--- src/jep_pkg.sv ---
`default_nettype none
package jep_pkg;

    localparam int CFG_W          = 11;
    localparam int DEF_MAX_PEOPLE = 1024;

    localparam logic [CFG_W-1:0] PEOPLE_RST = 11'd7;
    localparam logic [CFG_W-1:0] STEP_RST   = 11'd3;

    // register index, taken from paddr[2]
    localparam logic REG_PEOPLE = 1'b0;
    localparam logic REG_STEP   = 1'b1;

    typedef enum logic [2:0] {
        ST_IDLE,
        ST_CLEAR,
        ST_CHECK,
        ST_SCAN,
        ST_PUSH
    } t_state;

endpackage
`default_nettype wire

--- src/jep_ram.sv ---
`default_nettype none
module jep_ram #(
    parameter int WIDTH = 1,
    parameter int DEPTH = 1024
) (
    input  wire logic                     i_clk,
    input  wire logic                     i_we,
    input  wire logic [$clog2(DEPTH)-1:0] i_waddr,
    input  wire logic [WIDTH-1:0]         i_wdata,
    input  wire logic [$clog2(DEPTH)-1:0] i_raddr,
    output logic      [WIDTH-1:0]         o_rdata
);

    logic [WIDTH-1:0] r_mem [DEPTH];

    always_ff @(posedge i_clk) begin
        if (i_we) begin
            r_mem[i_waddr] <= i_wdata;
        end
        o_rdata <= r_mem[i_raddr];
    end

endmodule
`default_nettype wire

--- src/josephus_elimination_order.sv ---
// A request is answered once the scan has checked the circle positions from the cursor
// up to the k-th living person (dead entries and extra laps included); a none-left
// answer skips the scan. The alive map is cleared first on the first request after
// reset, restart or a register write (no clearing when n=0).
// One request at a time: the next is taken only once the result enters the output register.
// Reset (synchronous, active low) loads n=7, k=3 and marks the alive map for clearing.
`default_nettype none
module josephus_elimination_order import jep_pkg::*; #(
    parameter int MAX_PEOPLE = DEF_MAX_PEOPLE
) (
    input  wire logic        i_clk,
    input  wire logic        i_rst_n,
    // request stream
    input  wire logic        s_tvalid,
    output logic             s_tready,
    input  wire logic [7:0]  s_tdata,   // [0] restart
    // removal stream
    output logic             m_tvalid,
    input  wire logic        m_tready,
    output logic      [15:0] m_tdata,   // [10:0] person
    output logic             m_tlast,   // circle emptied by this removal
    output logic             m_tuser,   // [0] none_left
    // configuration
    input  wire logic        psel,
    input  wire logic        penable,
    input  wire logic        pwrite,
    input  wire logic [2:0]  paddr,
    input  wire logic [31:0] pwdata,
    output logic      [31:0] prdata,
    output logic             pready
);

    localparam int AW = $clog2(MAX_PEOPLE);
    localparam int CW = (AW + 1 > CFG_W) ? AW + 1 : CFG_W;
    localparam logic [CW-1:0] MAX_C = CW'(MAX_PEOPLE);

    t_state r_state, n_state;

    logic [CFG_W-1:0] r_people, n_people;
    logic [CFG_W-1:0] r_step, n_step;
    logic             r_clr_pend, n_clr_pend;
    logic [AW-1:0]    r_cursor, n_cursor;
    logic [CFG_W-1:0] r_removed, n_removed;
    logic [AW-1:0]    r_clr_idx, n_clr_idx;
    logic [AW-1:0]    r_rd_pos, n_rd_pos;
    logic [AW-1:0]    r_chk_pos, n_chk_pos;
    logic             r_chk_vld, n_chk_vld;
    logic [CFG_W-1:0] r_cnt, n_cnt;
    logic [CFG_W-1:0] r_res_person, n_res_person;
    logic             r_res_last, n_res_last;
    logic             r_res_none, n_res_none;
    logic             r_ov, n_ov;
    logic [CFG_W-1:0] r_o_person, n_o_person;
    logic             r_o_last, n_o_last;
    logic             r_o_none, n_o_none;

    logic             s_acc, cfg_wr, out_free;
    logic [CW-1:0]    pc_ext, n_ext;
    logic [CFG_W-1:0] n_circ, k_eff;
    logic             restart_req, clr_done, hit, alive;
    logic             ram_we, ram_wdata;
    logic [AW-1:0]    ram_waddr;

    function automatic logic [AW-1:0] wrap_inc(input logic [AW-1:0] p, input logic [CW-1:0] n);
        logic [CW-1:0] nxt;
        nxt = CW'(p) + CW'(1);
        return (nxt >= n) ? '0 : nxt[AW-1:0];
    endfunction

    assign pc_ext  = CW'(r_people);
    assign n_ext   = (pc_ext > MAX_C) ? MAX_C : pc_ext;
    assign n_circ  = n_ext[CFG_W-1:0];
    assign k_eff   = (r_step == '0) ? CFG_W'(1) : r_step;

    assign s_tready    = (r_state == ST_IDLE);
    assign s_acc       = s_tvalid && s_tready;
    assign restart_req = s_tdata[0] || r_clr_pend;
    assign cfg_wr      = psel && penable && pwrite && pready;
    assign out_free    = !r_ov || m_tready;
    assign clr_done    = (CW'(r_clr_idx) + CW'(1)) >= n_ext;
    assign hit         = r_chk_vld && alive && ((r_cnt + CFG_W'(1)) == k_eff);

    jep_ram #(
        .WIDTH (1),
        .DEPTH (MAX_PEOPLE)
    ) u_alive (
        .i_clk   (i_clk),
        .i_we    (ram_we),
        .i_waddr (ram_waddr),
        .i_wdata (ram_wdata),
        .i_raddr (r_rd_pos),
        .o_rdata (alive)
    );

    // next state
    always_comb begin
        n_state = r_state;
        unique case (r_state)
            ST_IDLE: begin
                if (s_acc) begin
                    n_state = (restart_req && n_circ != '0) ? ST_CLEAR : ST_CHECK;
                end
            end
            ST_CLEAR: begin
                if (clr_done) begin
                    n_state = ST_CHECK;
                end
            end
            ST_CHECK: begin
                n_state = (r_removed >= n_circ) ? ST_PUSH : ST_SCAN;
            end
            ST_SCAN: begin
                if (hit) begin
                    n_state = ST_PUSH;
                end
            end
            ST_PUSH: begin
                if (out_free) begin
                    n_state = ST_IDLE;
                end
            end
            default: n_state = ST_IDLE;
        endcase
    end

    // datapath and outputs
    always_comb begin
        n_people     = r_people;
        n_step       = r_step;
        n_clr_pend   = r_clr_pend;
        n_cursor     = r_cursor;
        n_removed    = r_removed;
        n_clr_idx    = r_clr_idx;
        n_rd_pos     = r_rd_pos;
        n_chk_pos    = r_chk_pos;
        n_chk_vld    = r_chk_vld;
        n_cnt        = r_cnt;
        n_res_person = r_res_person;
        n_res_last   = r_res_last;
        n_res_none   = r_res_none;
        n_ov         = r_ov && !m_tready;
        n_o_person   = r_o_person;
        n_o_last     = r_o_last;
        n_o_none     = r_o_none;
        ram_we       = 1'b0;
        ram_waddr    = r_clr_idx;
        ram_wdata    = 1'b1;

        unique case (r_state)
            ST_IDLE: begin
                if (s_acc && restart_req) begin
                    n_cursor   = '0;
                    n_removed  = '0;
                    n_clr_idx  = '0;
                    n_clr_pend = 1'b0;
                end
            end
            ST_CLEAR: begin
                ram_we    = 1'b1;
                n_clr_idx = r_clr_idx + AW'(1);
            end
            ST_CHECK: begin
                if (r_removed >= n_circ) begin
                    n_res_person = '0;
                    n_res_last   = 1'b0;
                    n_res_none   = 1'b1;
                end else begin
                    n_rd_pos  = r_cursor;
                    n_chk_vld = 1'b0;
                    n_cnt     = '0;
                end
            end
            ST_SCAN: begin
                // reads run one position ahead of the check
                n_rd_pos  = wrap_inc(r_rd_pos, n_ext);
                n_chk_pos = r_rd_pos;
                n_chk_vld = 1'b1;
                if (hit) begin
                    ram_we       = 1'b1;
                    ram_waddr    = r_chk_pos;
                    ram_wdata    = 1'b0;
                    n_removed    = r_removed + CFG_W'(1);
                    n_res_person = CFG_W'(CW'(r_chk_pos) + CW'(1));
                    n_res_last   = (r_removed + CFG_W'(1)) == n_circ;
                    n_res_none   = 1'b0;
                    n_cursor     = wrap_inc(r_chk_pos, n_ext);
                    n_chk_vld    = 1'b0;
                end else if (r_chk_vld && alive) begin
                    n_cnt = r_cnt + CFG_W'(1);
                end
            end
            ST_PUSH: begin
                if (out_free) begin
                    n_ov       = 1'b1;
                    n_o_person = r_res_person;
                    n_o_last   = r_res_last;
                    n_o_none   = r_res_none;
                end
            end
            default: ;
        endcase

        // any write restarts the sequence; the map is cleared on the next request
        if (cfg_wr) begin
            unique case (paddr[2])
                REG_PEOPLE: n_people = pwdata[CFG_W-1:0];
                REG_STEP:   n_step   = pwdata[CFG_W-1:0];
                default: ;
            endcase
            n_clr_pend = 1'b1;
            n_cursor   = '0;
            n_removed  = '0;
        end
    end

    always_ff @(posedge i_clk) begin
        if (!i_rst_n) begin
            r_state    <= ST_IDLE;
            r_people   <= PEOPLE_RST;
            r_step     <= STEP_RST;
            r_clr_pend <= 1'b1;
            r_cursor   <= '0;
            r_removed  <= '0;
            r_clr_idx  <= '0;
            r_chk_vld  <= 1'b0;
            r_cnt      <= '0;
            r_ov       <= 1'b0;
        end else begin
            r_state    <= n_state;
            r_people   <= n_people;
            r_step     <= n_step;
            r_clr_pend <= n_clr_pend;
            r_cursor   <= n_cursor;
            r_removed  <= n_removed;
            r_clr_idx  <= n_clr_idx;
            r_chk_vld  <= n_chk_vld;
            r_cnt      <= n_cnt;
            r_ov       <= n_ov;
        end
        r_rd_pos     <= n_rd_pos;
        r_chk_pos    <= n_chk_pos;
        r_res_person <= n_res_person;
        r_res_last   <= n_res_last;
        r_res_none   <= n_res_none;
        r_o_person   <= n_o_person;
        r_o_last     <= n_o_last;
        r_o_none     <= n_o_none;
    end

    assign m_tvalid = r_ov;
    assign m_tdata  = {{(16 - CFG_W){1'b0}}, r_o_person};
    assign m_tlast  = r_o_last;
    assign m_tuser  = r_o_none;

    assign pready = 1'b1;
    always_comb begin
        unique case (paddr[2])
            REG_PEOPLE: prdata = {{(32 - CFG_W){1'b0}}, r_people};
            REG_STEP:   prdata = {{(32 - CFG_W){1'b0}}, r_step};
            default:    prdata = '0;
        endcase
    end

`ifndef SYNTHESIS
    a_removed_bound: assert property (@(posedge i_clk) disable iff (!i_rst_n)
        r_removed <= n_circ)
        else $error("removal count exceeds circle size");

    a_scan_count: assert property (@(posedge i_clk) disable iff (!i_rst_n)
        (r_state == ST_SCAN) |-> (r_cnt < k_eff))
        else $error("living count overran step");

    a_none_clean: assert property (@(posedge i_clk) disable iff (!i_rst_n)
        (m_tvalid && m_tuser) |-> (m_tdata == '0 && !m_tlast))
        else $error("none-left result carries a person");

    a_busy_after_acc: assert property (@(posedge i_clk) disable iff (!i_rst_n)
        (s_tvalid && s_tready) |=> !s_tready)
        else $error("request taken while busy");
`endif

endmodule
`default_nettype wire
--- config.mk ---
export PLATFORM = sky130hd
export DESIGN_NAME = josephus_elimination_order
export DESIGN_NICKNAME = d
export VERILOG_FILES = /design/src/jep_pkg.sv /design/src/jep_ram.sv /design/src/josephus_elimination_order.sv
export SDC_FILE = /design/constraint.sdc
export NUM_CORES = 2
export LEC_CHECK = 0
export ABC_AREA = 1
export ABC_CLOCK_PERIOD_IN_PS = 19500
export BUFFER_PORTS_ARGS = -buffer_cell sky130_fd_sc_hd__buf_2
export CAP_MARGIN = 20
export CELL_PAD_IN_SITES_DETAIL_PLACEMENT = 1
export CELL_PAD_IN_SITES_GLOBAL_PLACEMENT = 1
export CORE_MARGIN = 3
export CORE_UTILIZATION = 50
export CTS_CLUSTER_SIZE = 24
export DETAILED_ROUTE_END_ITERATION = 12
export PLACE_DENSITY = 0.89
export SLEW_MARGIN = 30
export SYNTH_ARGS = -nofsm -noshare
export SYNTH_HDL_FRONTEND = slang
export SYNTH_SLANG_ARGS = --single-unit
--- constraint.sdc ---
create_clock -name i_clk -period 19.5 [get_ports i_clk]
set_clock_uncertainty 0.15 [all_clocks]
set_input_delay 0 -clock i_clk [delete_from_list [all_inputs] [get_ports i_clk]]
set_output_delay 0 -clock i_clk [all_outputs]
set_load 0.02 [all_outputs]
==> results.cfg <==
[critical_path]
worstPathRequired_ps = 19720
r2r_end = u_alive.r_mem[193]
rrSetupSlack_ps = 13350
reg2reg_depth = 16
worst_setup_path_start_kind = flop
cp_cell_sequence = ha_1 -> nand2_2 -> nor2_1 -> nand2_1 -> nand2_1 -> nand2_1 -> nand2_1 -> nand2_1 -> nand4_1 -> nor2_2 -> nand3_4 -> buf_12 -> buf_16 -> buf_6 -> buf_6 -> buf_4
cp.arrival_ps = 6370
rr_startpoint = r_cnt[0]
cp_slowest_cell = buf_4
cp-startpoint = r_cnt[0]
endpoint_kind = flop
cp_common_cell = nand2_1
cp_slowest_stage_delay_ps = 790
worstPathMaxFanout = 167
crit_path_end = u_alive.r_mem[193]
path_class = flop to flop

[timing]
worst_pin_slew_ps = 1130
period_needed_ps = 6150
rsz0062_at_grt = false
slew_viol_final = 0
maxSlewHeadroom_pct = 24.9
fmax_mhz = 163
min_period_over_period_pct = 31.5
tns_ps = 0
fin_hold_ws_ps = 42.7
finalHoldViolCount = 0
finalSetupViolCount = 0

[final_layout]
drive_above_1_share_pct = 7.07
design_area_um2 = 58300
nets = 5501
n_antenna_cell = 0
area_growth_pct = 9.68

[yosys]
yosys-top-cells-area = edfxtp_1 60%, nor2_1 9.4%, nand3_1 7.3%
avgSynthCellArea_um2 = 9.55
yosys_warnings = 0
ys.flop_type = edfxtp_1
post-synth-top-count-cell = nor2_1
synth_edf_count = 1070
synth_common_cells = 1,327 x nor2_1, 1,070 x edfxtp_1, 954 x nand2_1, 772 x nand3_1, 313 x o21ai_0
ys_seq_area_share_pct = 63.2
synth_top_area_share_pct = 60.5
synth_cell_types = 40
syn_inst = 5563
async_flop_share_pct = 0
yosysTopAreaCell = edfxtp_1
synth-seq-cells = 1141
syn_area_um2 = 53100

[pwr]
power_leakage_nw = 21.4
irDropWorstVdd_mv = 0.0681
power_density_nw_per_um2 = 104

[clock_network]
clockBufferDepth = 3
cts_sinks = 1141
cts.hold.buffers_added = 38
clk_pin_slew_ps = 60
tritoncts = built
clockRootBuffer = clkbuf_16
cts_max_level = 3
clk_latency_ps = 730
cts_resized = 0
cts_setup_buffers = 0
cts_buffers = 118

[global_routing]
grt_max_degree = 172
grt_overflow_total = 0
grt_pass1_vias = 45900
grt_antenna_before_repair = 3
grt_pass1_wl_um = 273000
grt_usage_pct = 32.3

[detailed_routing]
routedWlPerCell_um = 26.6
dr.first_iter.drc_count = 5311
vias = 43500
ant_nets = 0
drt_pass1_iterations = 6
wirelength_um = 183000
viasPerCell = 6.32
drc_errors = 0

[worst_hold_path]
hold_path.class = input port to flop

[flow_run]
maxCapViolCount = 0

[place]
hpwl_um = 95400
gp_congestion = 0.857
portBuffers = 45
place_area_um2 = 54000

[floorplan]
core_area_um2 = 105000
rows = 118
fp.dieW_um = 332
die_h_um = 332
start_util_pct = 50.8
io_pins = 103
die_area_um2 = 110000

[run_status]
outcome = completed
[through the flow]
step	worst slack, ps	cells	utilization [%]	power, W
5_1_grt	12930	6885	55.7	0.00624
4_1_cts	13330	6884	55.7	0.00603
3_3_place_gp	13520	6623	51.6	0.00375
2_1_floorplan	5920	5588	-	0.00342
3_5_place_dp	13410	6624	51.7	0.00380
6_report	13350	6885	55.7	0.00606
[flip-flops by register name (all words and copies together) (netlist names)]
| signal | flops |
|---|---|
| r_removed | 11 |
| r_res_none | 1 |
| r_res_last | 1 |
| r_cursor | 10 |
| r_rd_pos | 10 |
| u_alive.r_mem | 1024 |
| r_o_person | 11 |
| r_cnt | 11 |
| r_clr_pend | 1 |
| m_tvalid | 1 |
| m_tlast | 1 |
| r_chk_pos | 10 |
| r_clr_idx | 10 |
| r_res_person | 11 |
| r_chk_vld | 1 |
| m_tuser | 1 |
| pc_ext | 11 |
| u_alive.o_rdata | 1 |
| r_step | 11 |
| r_state | 3 |
[power by group]
| part | switching [W] | internal [W] | leakage (nW) | total, W |
|---|---|---|---|---|
| registers | 0.0000255 | 0.00267 | 13.1 | 0.00270 |
| clock network | 0.000976 | 0.00126 | 1.84 | 0.00224 |
| logic | 0.000851 | 0.000276 | 6.44 | 0.00113 |
| total | 0.00185 | 0.00421 | 21.4 | 0.00606 |
[critical path: cells and delay by family (launching register included)]
kind          cells  cell delay [ps]
simple gates     10             1220
fa+ha+maj         1              310
buf+inv           5             3220
flops             1              440
[worst min path at each step]
stage | start | to | cells after the start
6_report | psel | r_removed[6] | 4
5_1_grt | pwdata[8] | pc_ext[8] | 4
4_1_cts | pwdata[8] | pc_ext[8] | 4
3_5_place_dp | pwdata[0] | pc_ext[0] | 3
3_3_place_gp | pwdata[0] | r_step[0] | 3
2_1_floorplan | pwdata[0] | pc_ext[0] | 2
[metal layers]
layer  GRT usage [%]  vias up  routed length [um]
li1                -    18500                   -
met1            38.5    21600               65300
met2            54.5     2629               88600
met3            6.54      770               17800
met4            19.0        4               11600
met5               0        -                  28
[placed cells by master, fill, tap and decap left out, types with 4 or more instances in the layout]
cell           netlist  layout
nor2_1            1327    1324
edfxtp_1          1070    1070
nand2_1            954     940
nand3_1            772     734
o21ai_0            313     313
inv_1              175     171
a21oi_1            127     127
clkbuf_16            0     123
o22ai_1            109     109
dfxtp_1             71      71
buf_4               36      71
ha_1                48      48
buf_2              155      45
nand3_2              6      43
dlygate4sd3_1        0      38
clkinv_1             3      37
conb_1               2      27
xor2_1              24      24
clkbuf_1           243      24
clkinv_2             0      23
nand4_1             21      21
nand2_2              3      16
nor2_2              17      15
nor3_1              12      12
nor2_4               3       8
bufinv_16            0       8
buf_12               0       6
a211oi_1             5       5
buf_6                0       5
nor4_1               4       4
inv_6                0       4
[cell families (layout without fill, tap and decap cells)]
| logic type | Yosys count | in the layout | synth area share, % |
|---|---|---|---|
| and+or+nand+nor | 3125 | 3125 | 24.3 |
| DFF | 1141 | 1141 | 63.2 |
| buffers and inverters | 652 | 569 | 5.23 |
| AOI/OAI and AO/OA | 568 | 568 | 5.72 |
| adders and majority gates | 48 | 48 | 1.13 |
| xor gates and xnor gates | 27 | 27 | 0.445 |
| other | 2 | 27 | 0.0141 |
[area by class of cell]
type                       instances  area [um2]
clock buffer                     150        3210
clock inverter                    72         547
fill                           11500       46300
inverter                         180         694
multi-input combinational       3795       17200
sequential                      1141       33600
tap                             1380        1730
timing repair buffer             167        1370
Note: power is estimated with default switching activity, not from simulation.
